===== src/hdl/xa_sector_subsong_tracker_defines.svh =====
// assertion macros for the subsong tracker
`ifndef XA_SECTOR_SUBSONG_TRACKER_DEFINES_SVH
`define XA_SECTOR_SUBSONG_TRACKER_DEFINES_SVH

`ifndef SYNTH
`define XSST_ASSERT_IMP(label, clk, rst, ante, cons, msg) \
  label: assert property (@(posedge clk) disable iff (rst) (ante) |-> (cons)) else $error(msg);
`define XSST_ASSERT_NXT(label, clk, rst, ante, cons, msg) \
  label: assert property (@(posedge clk) disable iff (rst) (ante) |=> (cons)) else $error(msg);
`else
`define XSST_ASSERT_IMP(label, clk, rst, ante, cons, msg)
`define XSST_ASSERT_NXT(label, clk, rst, ante, cons, msg)
`endif

`endif


===== src/hdl/xsst_pkg.sv =====
`default_nettype none
package xsst_pkg;

  localparam int CHANNELS = 32;
  localparam int CH_W = (CHANNELS > 1) ? $clog2(CHANNELS) : 1;

  localparam int INFO_W = 32;
  localparam int CNT_W = 20;
  localparam int OFS_W = 32;
  localparam int ENT_W = INFO_W + CNT_W;

  localparam logic [INFO_W-1:0] INFO_MASK = 32'hFFFF00FF;
  localparam logic [OFS_W-1:0] SECTOR_BYTES = 32'h00000930;
  localparam logic [OFS_W-1:0] NONE_YET = 32'hFFFFFFFF;
  localparam logic [CNT_W-1:0] CNT_MAX = 20'hFFFFF;

  localparam logic [7:0] SM_DATA = 8'h08;
  localparam logic [7:0] SM_AUDIO = 8'h04;
  localparam logic [7:0] SM_VIDEO = 8'h02;
  localparam logic [7:0] SM_EOF = 8'h80;

  typedef enum logic [1:0] {
    ST_RUN  = 2'd0,
    ST_OK   = 2'd1,
    ST_CHAN = 2'd2,
    ST_NONE = 2'd3
  } status_t;

  typedef enum logic {
    CFG_TARGET = 1'b0,
    CFG_START  = 1'b1
  } cfg_index_t;

endpackage
`default_nettype wire


===== src/hdl/xa_sector_subsong_tracker.sv =====
// Sector subsong tracker.
// Input: one raw sector subheader word per item on sector_info, with is_last
// marking the final sector of a file. An item is taken at a clock edge where
// start is high and busy is low. busy is high through reset and goes low once
// reset is released, then stays low: a new sector can be taken in every cycle.
// Output: one result per item, shown for one cycle with done high. The item is
// first captured in stage 1 (s1_valid, s1_info), then the result is registered
// into done and the outputs (status 0 while running, final status on the last
// sector). The receiver cannot stall; results are never held back.
// Throughput is one item per cycle. Per-channel state lives in a 32-entry
// memory with registered read; the read is issued when an item is taken, the
// update is written back in the following cycle, and a forwarding register covers
// two sectors of the same channel in consecutive cycles.
// Configuration: cfg_valid/cfg_ready write channel (ready always high once
// out of reset), index 0 target song, index 1 base offset. Writing the
// base offset also reloads the running sector offset.
// Reset clears the channel table through per-entry valid bits, the counters
// and the error flag, and sets target song 1 and base offset 0. The same
// clear happens after each last sector, with the offset reloaded.
`default_nettype none
module xa_sector_subsong_tracker (
  input  wire logic                        clk,
  input  wire logic                        rst,
  input  wire logic                        start,
  output logic                             busy,
  input  wire logic [xsst_pkg::INFO_W-1:0] sector_info,
  input  wire logic                        is_last,
  input  wire logic                        cfg_valid,
  output logic                             cfg_ready,
  input  wire logic                        cfg_index,
  input  wire logic [xsst_pkg::OFS_W-1:0]  cfg_data,
  output logic                             done,
  output logic      [xsst_pkg::CNT_W-1:0]  subsong_count,
  output logic      [xsst_pkg::OFS_W-1:0]  first_ofs,
  output logic      [xsst_pkg::OFS_W-1:0]  byte_total,
  output logic      [1:0]                  status
);
  import xsst_pkg::*;

  `include "xa_sector_subsong_tracker_defines.svh"

  // configuration
  logic [CNT_W-1:0] tgt_song;
  logic [OFS_W-1:0] base_ofs;

  // run counters
  logic [CNT_W-1:0] found_count;
  logic [OFS_W-1:0] first_target_offset;
  logic [CNT_W-1:0] target_sector_count;
  logic [OFS_W-1:0] sector_offset;
  logic             error_seen;

  // entry valid bits
  logic [CHANNELS-1:0] ent_valid;

  // stage 1
  logic              s1_valid;
  logic [INFO_W-1:0] s1_info;
  logic              s1_last;

  // forwarding of the last write
  logic              fwd_valid;
  logic [CH_W-1:0]   fwd_chan;
  logic [ENT_W-1:0]  fwd_data;

  logic              accept;
  logic              cfg_we;
  logic [ENT_W-1:0]  ram_rdata;
  logic [ENT_W-1:0]  ram_wdata;

  logic [7:0]        chan;
  logic [7:0]        submode;
  logic [CH_W-1:0]   idx;
  logic              in_range;
  logic              audio_ok;
  logic              upd;
  logic [ENT_W-1:0]  old_ent;
  logic [INFO_W-1:0] masked;
  logic              changed;
  logic [CNT_W-1:0]  found_next;
  logic [CNT_W-1:0]  sub_next;
  logic [CNT_W-1:0]  target;
  logic              hit;
  logic [OFS_W-1:0]  first_next;
  logic [CNT_W-1:0]  tcount_next;
  logic              error_next;
  status_t           status_next;
  logic [OFS_W-1:0]  size_next;

  assign accept = start && !busy;
  assign cfg_ready = !busy;
  assign cfg_we = cfg_valid && cfg_ready;

  xsst_ram #(
    .WIDTH(ENT_W),
    .DEPTH(CHANNELS)
  ) u_chan_ram (
    .clk  (clk),
    .we   (s1_valid && upd),
    .waddr(idx),
    .wdata(ram_wdata),
    .raddr(sector_info[16 +: CH_W]),
    .rdata(ram_rdata)
  );

  always_comb begin
    chan = s1_info[23:16];
    submode = s1_info[15:8];
    idx = chan[CH_W-1:0];
    in_range = ({1'b0, chan} < 9'(CHANNELS));
    audio_ok = ((submode & SM_DATA) == 8'd0) && ((submode & SM_AUDIO) != 8'd0)
               && ((submode & SM_VIDEO) == 8'd0);
    upd = in_range && audio_ok;

    if (fwd_valid && (fwd_chan == idx)) begin
      old_ent = fwd_data;
    end else if (ent_valid[idx]) begin
      old_ent = ram_rdata;
    end else begin
      old_ent = '0;
    end

    masked = s1_info & INFO_MASK;
    changed = (old_ent[ENT_W-1 -: INFO_W] != masked);
    found_next = found_count;
    if (upd && changed && (found_count != CNT_MAX)) begin
      found_next = found_count + CNT_W'(1);
    end
    sub_next = changed ? found_next : old_ent[CNT_W-1:0];
    target = (tgt_song == '0) ? CNT_W'(1) : tgt_song;
    hit = upd && (sub_next == target);

    first_next = first_target_offset;
    tcount_next = target_sector_count;
    if (hit) begin
      if (first_target_offset == NONE_YET) begin
        first_next = sector_offset;
      end
      if (target_sector_count != CNT_MAX) begin
        tcount_next = target_sector_count + CNT_W'(1);
      end
    end

    if ((submode & SM_EOF) != 8'd0) begin
      ram_wdata = '0;
    end else begin
      ram_wdata = {masked, sub_next};
    end

    error_next = error_seen || !in_range;
    if (!s1_last) begin
      status_next = ST_RUN;
    end else if (error_next) begin
      status_next = ST_CHAN;
    end else if ((found_next == '0) || (target > found_next) || (tcount_next == '0)) begin
      status_next = ST_NONE;
    end else begin
      status_next = ST_OK;
    end

    size_next = OFS_W'(tcount_next) * SECTOR_BYTES;
  end

  always_ff @(posedge clk) begin
    if (rst) begin
      busy <= 1'b1;
      tgt_song <= CNT_W'(1);
      base_ofs <= '0;
      sector_offset <= '0;
      found_count <= '0;
      first_target_offset <= NONE_YET;
      target_sector_count <= '0;
      error_seen <= 1'b0;
      ent_valid <= '0;
      s1_valid <= 1'b0;
      fwd_valid <= 1'b0;
      done <= 1'b0;
    end else begin
      busy <= 1'b0;
      s1_valid <= accept;
      done <= s1_valid;

      if (cfg_we) begin
        case (cfg_index_t'(cfg_index))
          CFG_TARGET: tgt_song <= cfg_data[CNT_W-1:0];
          CFG_START: begin
            base_ofs <= cfg_data;
            sector_offset <= cfg_data;
          end
          default: ;
        endcase
      end

      if (s1_valid) begin
        if (s1_last) begin
          sector_offset <= base_ofs;
          found_count <= '0;
          first_target_offset <= NONE_YET;
          target_sector_count <= '0;
          error_seen <= 1'b0;
          ent_valid <= '0;
          fwd_valid <= 1'b0;
        end else begin
          sector_offset <= sector_offset + SECTOR_BYTES;
          found_count <= found_next;
          first_target_offset <= first_next;
          target_sector_count <= tcount_next;
          error_seen <= error_next;
          if (upd) begin
            ent_valid[idx] <= 1'b1;
          end
          fwd_valid <= upd;
        end
      end else begin
        fwd_valid <= 1'b0;
      end
    end
  end

  always_ff @(posedge clk) begin
    if (accept) begin
      s1_info <= sector_info;
      s1_last <= is_last;
    end
    fwd_chan <= idx;
    fwd_data <= ram_wdata;
    if (s1_valid) begin
      subsong_count <= found_next;
      first_ofs <= first_next;
      byte_total <= size_next;
      status <= status_next;
    end
  end

  `XSST_ASSERT_NXT(a_result_follows, clk, rst, s1_valid, done, "item produced no result")
  `XSST_ASSERT_IMP(a_final_status, clk, rst, done && (status != ST_RUN), $past(s1_last), "final status on a running item")
  `XSST_ASSERT_IMP(a_fwd_source, clk, rst, fwd_valid, $past(s1_valid) && !$past(s1_last), "forwarding without a write")

endmodule
`default_nettype wire


===== src/hdl/xsst_ram.sv =====
`default_nettype none
module xsst_ram #(
  parameter int WIDTH = 8,
  parameter int DEPTH = 16
) (
  input  wire logic                                         clk,
  input  wire logic                                         we,
  input  wire logic [((DEPTH > 1) ? $clog2(DEPTH) : 1)-1:0] waddr,
  input  wire logic [WIDTH-1:0]                             wdata,
  input  wire logic [((DEPTH > 1) ? $clog2(DEPTH) : 1)-1:0] raddr,
  output logic      [WIDTH-1:0]                             rdata
);

  logic [WIDTH-1:0] mem [DEPTH];

  always_ff @(posedge clk) begin
    if (we) begin
      mem[waddr] <= wdata;
    end
    rdata <= mem[raddr];
  end

endmodule
`default_nettype wire


===== config.mk =====
export PLATFORM = sky130hd
export DESIGN_NAME = xa_sector_subsong_tracker
export DESIGN_NICKNAME = d
export VERILOG_FILES = /design/src/hdl/xsst_pkg.sv /design/src/hdl/xa_sector_subsong_tracker.sv /design/src/hdl/xsst_ram.sv
export VERILOG_INCLUDE_DIRS = /design/src /design/src/hdl
export SDC_FILE = /design/constraint.sdc
export NUM_CORES = 2
export LEC_CHECK = 0
export BUFFER_PORTS_ARGS = -buffer_cell sky130_fd_sc_hd__buf_2
export CAP_MARGIN = 40
export CORE_MARGIN = 1
export CORE_UTILIZATION = 60
export DETAILED_ROUTE_END_ITERATION = 6
export GPL_ROUTABILITY_DRIVEN = 0
export PLACE_DENSITY = 0.82
export SETUP_SLACK_MARGIN = 0.5
export SLEW_MARGIN = 20
export SYNTH_ARGS = -nofsm -noshare
export SYNTH_HDL_FRONTEND = slang
export SYNTH_SLANG_ARGS = --single-unit

===== constraint.sdc =====
create_clock -name clk -period 25.7 [get_ports clk]
set_clock_uncertainty 0.05 [all_clocks]
set_input_delay 5.14 -clock clk [delete_from_list [all_inputs] [get_ports clk]]
set_output_delay 5.14 -clock clk [all_outputs]
set_load 0.02 [all_outputs]

# Word-level counts from Yosys, hierarchy flattened
# Memory sizes are Yosys's and may differ from the RTL's. A register that Yosys moved wholly into a read port is not among the register bits.
# Index checks and enable logic that the tools add are counted.
word_totals:
  ff_bits: 365
  latch_bits: 0
  mem_bits_rw: 1664
  rom_bits: 0
  in_bits: 70
  out_inout_bits: 89
  word_cells: 99
  memories: 1
mem_list:
  columns: ["memory", "depth", "word_bits", "rd", "rd_ports_with_merged_regs", "wr", "line_no", "text"]
  rows:
  - ["u_chan_ram.mem", 32, 52, 1, 1, 1, "xsst_ram.sv:14", "logic [WIDTH-1:0] mem [DEPTH];"]
op_classes:
  add_sub_neg: 3
  n_mul: 1
  div_mod_pow: 0
  n_lt_le_gt_ge: 4
  n_eq_ne: 6
  shift: 0
  muxes: 29
  bitwise: 4
  reduce_logical: 30
op_table:
  columns: ["op", "n"]
  rows:
  - ["32-bit 2-to-1 mux", 9]
  - ["52-bit 2-to-1 mux", 3]
  - ["20-bit 2-to-1 mux", 7]
  - ["20-bit logical NOT", 3]
  - ["20-bit by 1-bit adder with 20-bit output (second input constant)", 2]
  - ["20-bit inequality test (second input constant)", 2]
  - ["32-bit by 12-bit adder with 32-bit output (second input constant)", 1]
  - ["32-bit == test (second input constant)", 1]
  - ["32-bit inequality test", 1]
  - ["32-bit bitwise OR", 1]
  - ["20-bit by 8-bit multiplier with 28-bit output (second input constant)", 1]
  - ["20-bit == test", 1]
  - ["20-bit > comparator", 1]
  - ["8-bit logical NOT", 2]
  - ["1-bit logical AND", 11]
  - ["8-bit by 6-bit < comparator with 1-bit output (second input constant)", 1]
  - ["2-bit AND reduction", 4]
  - ["5-bit by 6-bit < comparator with 1-bit output (second input constant)", 1]
  - ["1-bit 2-to-1 mux", 6]
  - ["2-bit nonzero test", 3]
  - ["1-bit binary-select mux with 5-bit select", 1]
  - ["1-bit demux with 5-bit select", 1]
  - ["5-bit == test", 1]
  - ["5-bit by 1-bit >= comparator with 1-bit output (second input constant)", 1]
  - ["other kinds (6)", 12]

# Longest topological paths before layout
logic_depth:
  word_depth: 16
  depth_mapped: 41
  ltp_nobuf: 35

# Hierarchy
# A second synthesis with hierarchy kept.
unflattened:
  hier_cells: 5826
  hier_area_um2: 85773.5
modules_own_cells:
  columns: ["module", "instances", "cells_each", "area_per_inst_um2", "seq_area_each_um2"]
  rows:
  - ["xsst_ram", 1, 3641, 65730.5, 51008.9]
  - ["xa_sector_subsong_tracker", 1, 2185, 20043.0, 8177.8]

# Worst setup path after synthesis
# Ideal clock, no wire load.
synth_path:
  path_type: "register to register"
  startpoint: "register s1_info[17]"
  endpoint: "register byte_total[31] (netlist bit) (data pin)"
  setup_ns: 0.275
  arrival_time_ns: 8.395
  required_time_ns: 25.375
  slack_ns: 16.980
  path_stages_with_launch: 38
  period_less_slack_ns: 8.720
  cell_sequence: "edfxtp_1 buf_6 mux2_2 o2bb2ai_1 a2111oi_4 a32oi_4 mux2i_1 a2111oi_2 or3b_1 buf_6 nor3_2 nor3_1 or4b_1 nor4_2 buf_4 nand3_2 buf_4 o31a_1 (+2 left out) ha_1 fa_1 ha_1 a21o_1 a21oi_1 o21bai_1 a21oi_1 o21bai_1 a21oi_1 o21bai_1 a21oi_1 o21ai_0 a41oi_1 a2111oi_0 o21a_1 o21a_1 o41ai_1 o21ai_0"
synth_between:
  elab_chain_len: 13
  word_cells_on_any_way: 17
  classes_between: "1 x mul; 1 x order compare; 3 x eq/ne; 7 x mux; 5 x reduce/logical"
synth_rtl:
  columns: ["item", "line_no", "text"]
  rows:
  - ["start, declared", "xa_sector_subsong_tracker.sv:58", "logic [INFO_W-1:0] s1_info;"]
  - ["start signal, assigned", "xa_sector_subsong_tracker.sv:222", "s1_info <= sector_info;"]
  - ["1-bit binary-select mux with 5-bit select", "xa_sector_subsong_tracker.sv:117", "end else if (ent_valid[idx]) begin"]
  - ["1-bit 2-to-1 mux (not written as such)", "xa_sector_subsong_tracker.sv:117", null]
  - ["52-bit 2-to-1 mux", "xa_sector_subsong_tracker.sv:117", null]
  - ["52-bit 2-to-1 mux", "xa_sector_subsong_tracker.sv:115", "if (fwd_valid && (fwd_chan == idx)) begin"]
  - ["32-bit inequality test", "xa_sector_subsong_tracker.sv:124", "changed = (old_ent[ENT_W-1 -: INFO_W] != masked);"]
  - ["1-bit logical AND (2 in series)", "xa_sector_subsong_tracker.sv:126", "if (upd && changed && (found_count != CNT_MAX)) begin"]
  - ["20-bit 2-to-1 mux", "xa_sector_subsong_tracker.sv:126", null]
  - ["20-bit 2-to-1 mux", "xa_sector_subsong_tracker.sv:129", "sub_next = changed ? found_next : old_ent[CNT_W-1:0];"]
  - ["20-bit == test", "xa_sector_subsong_tracker.sv:131", "hit = upd && (sub_next == target);"]
  - ["1-bit logical AND (*)", "xa_sector_subsong_tracker.sv:131", null]
  - ["20-bit 2-to-1 mux (*)", "xa_sector_subsong_tracker.sv:135", "if (hit) begin"]
  - ["20-bit by 8-bit multiplier with 28-bit output (*)", "xa_sector_subsong_tracker.sv:161", "size_next = OFS_W'(tcount_next) * SECTOR_BYTES;"]
  - ["named net size_next[31]", "xa_sector_subsong_tracker.sv:88", "logic [OFS_W-1:0] size_next;"]
  - ["end signal, assigned", "xa_sector_subsong_tracker.sv:230", "byte_total <= size_next;"]
  - ["end, declared", "xa_sector_subsong_tracker.sv:35", "output logic [xsst_pkg::OFS_W-1:0] byte_total,"]
# The timed path passes the listed nets; every way through them passes the cells marked *. The select of a mux whose other input is x is not followed.
# A chain may end at the register's enable or synchronous reset.

# Worst setup path after layout
layout_path:
  startpoint: "register s1_info[18]"
  endpoint: "register byte_total[31] (netlist bit) (data pin)"
# Same word-level chain as after synthesis.

==> impl_metrics.env <==
export IMPL_grt_max_degree=107
export IMPL_hpwl_um=110000
export IMPL_syn_area_per_cell_um2=17.0
export IMPL_synth_top_cell_area_share=0.616
export IMPL_ys_top_cells_by_area="edfxtp_1 (62%), mux4_2 (13%), dfxtp_1 (7.7%)"
export IMPL_finalSetupViolations=0
export IMPL_die_x_um=353
export IMPL_internal_power_w=0.00469
export IMPL_design_area_um2=83700
export IMPL_io_buffers=150
export IMPL_grt_overflow_total=0
export IMPL_utilization=0.685
export IMPL_post_place_cells=6036
export IMPL_drc=403
export IMPL_clk_latency_ps=810
export IMPL_max_cap_violations=0
export IMPL_pin_count=159
export IMPL_synth_edf_count=1519
export IMPL_seq_power_share=0.532
export IMPL_synth_compound_area_frac=0.0411
export IMPL_p_sw_frac=0.217
export IMPL_rows=128
export IMPL_clock_tree_root_cell="clkbuf_16"
export IMPL_start_util=0.606
export IMPL_tritoncts="built"
export IMPL_status="complete, but fails checks"
export IMPL_cts_made_buffers=172
export IMPL_synthTopCellsByCount="edfxtp_1 (1,519), mux4_2 (440), dfxtp_1 (286)"
export IMPL_pwr_share_clk=0.424
export IMPL_grt_pass1_vias=44500
export IMPL_grtUsageTotal=0.329
export IMPL_crit_arrival_ps=12300
export IMPL_post_cts_buffers=0
export IMPL_timing_final_crit_share=0.460
export IMPL_path_class="reg2reg"
export IMPL_cts_sinks=1805
export IMPL_rsz0062_at_grt="no"
export IMPL_critical_path_slowest_cell="and2_1"
export IMPL_vias=44100
export IMPL_firstDrtPassIters=7
export IMPL_grt_pass1_wl_um=297000
export IMPL_crit_path_end_kind="flop"
export IMPL_synth_xor_xnor_area_share=0.0134
export IMPL_ys_seq_area_frac=0.693
export IMPL_ir_worst_vdd_v=0.0000673
export IMPL_fin_nets=4790
export IMPL_path_clk_slew_ps=60
export IMPL_wl_um=205000
export IMPL_synthesis_area_um2=74100
export IMPL_netlist_cell_type_count=92
export IMPL_yosysMostFrequentCell="edfxtp_1"
export IMPL_drt_wirelength_per_cell_um=32.2
export IMPL_combPwrFrac=0.044
export IMPL_synthAdderAreaFrac=0.0250
export IMPL_final_hold_violation_count=0
export IMPL_muxShareOfSynthArea=0.150
export IMPL_critPathMaxFanout=17
export IMPL_rrSetupSlack_ps=13880
export IMPL_cp_data_required_time_ps=26180
export IMPL_power_density_nw_per_um2=71.5
export IMPL_max_stage_delay_ps=780
export IMPL_postCtsHoldBufs=0
export IMPL_yosysWarnings=0
export IMPL_async_reset_ff_frac=0
export IMPL_synth_top_family_by_area="multiplexers"
export IMPL_fmax_mhz=84.6
export IMPL_die_height_um=353
export IMPL_leakagePower_nw=29.4
export IMPL_worst_pin_slew_ps=1080
export IMPL_slew_viol_final=0
export IMPL_hold_path_class="reg2reg"
export IMPL_cts_htree_levels=4
export IMPL_period_minus_slack_ps=11820
export IMPL_synth_cells=4364
export IMPL_ant_nets=0
export IMPL_antenna_found_initial=9
export IMPL_worst_setup_path_start_kind="flop"
export IMPL_power_switching_w=0.00130
export IMPL_synthSimpleGateAreaFrac=0.0547
export IMPL_die_area_um2=125000
export IMPL_violations="design-rule violations"
export IMPL_clock_path_buffers=3
export IMPL_cts_resized=0
export IMPL_ys_flop_type="edfxtp_1"
export IMPL_post_drt_via_cell_ratio=6.93
export IMPL_drtIter0Drc=7041
export IMPL_maxSlewHeadroom=0.280
export IMPL_ys_ff_latch=1805
export IMPL_core_area_um2=122000
export IMPL_area_growth_pct=13.0
export IMPL_yosysTopAreaCell="edfxtp_1"
export IMPL_path_common_cell="a21oi_1"
export IMPL_setup_tns_ps=0
export IMPL_drive_gt1_frac=0.247
export IMPL_placed_cell_area_um2=78100
export IMPL_stdcell_count=6369
final timing paths:
path / start / to / cells after the start
worst max-delay path: s1_info[18]$_DFFE_PP_ / byte_total[31]$_DFFE_PP_ / 34
worst min-delay path: base_ofs[9]$_SDFFE_PP0P_ / base_ofs[9]$_SDFFE_PP0P_ / 2
worst max register to register: s1_info[18]$_DFFE_PP_ / byte_total[31]$_DFFE_PP_ / 34
worst min register to register: base_ofs[9]$_SDFFE_PP0P_ / base_ofs[9]$_SDFFE_PP0P_ / 2
area by class of cell:
class | instances | area, um^2
inverters | 170 | 638
flip-flops and latches | 1805 | 51300
clock inverters | 78 | 787
repair buffers | 303 | 2600
fillers | 7118 | 38500
well taps | 1625 | 2030
diodes | 6 | 15.0
multi-input cells | 2138 | 21500
clock buffers | 244 | 4800
stage by stage:
stage	hold WS [ps]	setup WS (ps)	total power (W)
6_report	405	13880	0.00599
5_1_grt	420	13470	0.00612
4_1_cts	405	13810	0.00600
3_5_place_dp	397	14110	0.00350
3_3_place_gp	389	14200	0.00348
2_1_floorplan	293	16980	0.00341
kinds of logic after synthesis:
logic type / Yosys count
compound gates: 483
xor+xnor: 111
fa+ha+maj: 130
buf+inv: 424
flops: 1805
mux: 550
other cells: 1
simple gates: 860
flip-flops by register name (all words and copies together), names as in the netlist, 32 cells and up:
register             cells
base_ofs                32
first_target_offset     32
u_chan_ram.mem        1408
fwd_data                44
sector_offset           32
first_ofs               32
u_chan_ram.rdata        44
ent_valid               32
worst max-delay path, delay by kind of cell, from the launching register on:
| kind | cells | cell delay (ps) |
|---|---|---|
| AO/OA/AOI/OAI | 19 | 4570 |
| adder cells (fa/ha/maj) | 4 | 1380 |
| XOR/XNOR | 2 | 710 |
| AND/OR/NAND/NOR | 7 | 3310 |
| buffers and inverters | 1 | 270 |
| multiplexers | 1 | 430 |
| flip-flops | 1 | 770 |
layer usage:
metal  vias to the layer above  global-route usage  wire [um]
met4                         6               0.185      13400
li1                      17500                   -          -
met1                     22000               0.408      68200
met3                       957              0.0850      24500
met2                      3710               0.531      99100
met5                         -                   0         96
power groups by stage:
stage	clock [W]	sequential, W	combinational, W
2_1_floorplan	0	0.00324	0.000171
4_1_cts	0.00256	0.00319	0.000256
3_5_place_dp	0	0.00325	0.000248
6_report	0.00254	0.00319	0.000262
3_3_place_gp	0	0.00325	0.000234
5_1_grt	0.00266	0.00319	0.000274
cell usage in the layout (no fill, tap or decap), types with 30 or more instances in the layout:
cell	n
mux4_2	440
xor2_1	45
nor2_4	34
nand3_1	65
xnor2_1	63
buf_4	100
and3_1	40
fa_1	30
clkbuf_1	51
nand2b_1	37
nand2_1	239
inv_1	167
a21oi_1	160
edfxtp_1	1519
buf_2	149
nor2_1	234
nand4_1	44
o21ai_0	107
ha_1	100
mux2_2	76
clkbuf_16	173
nor3_1	56
dfxtp_1	285
(Power assumes the default switching activity.)
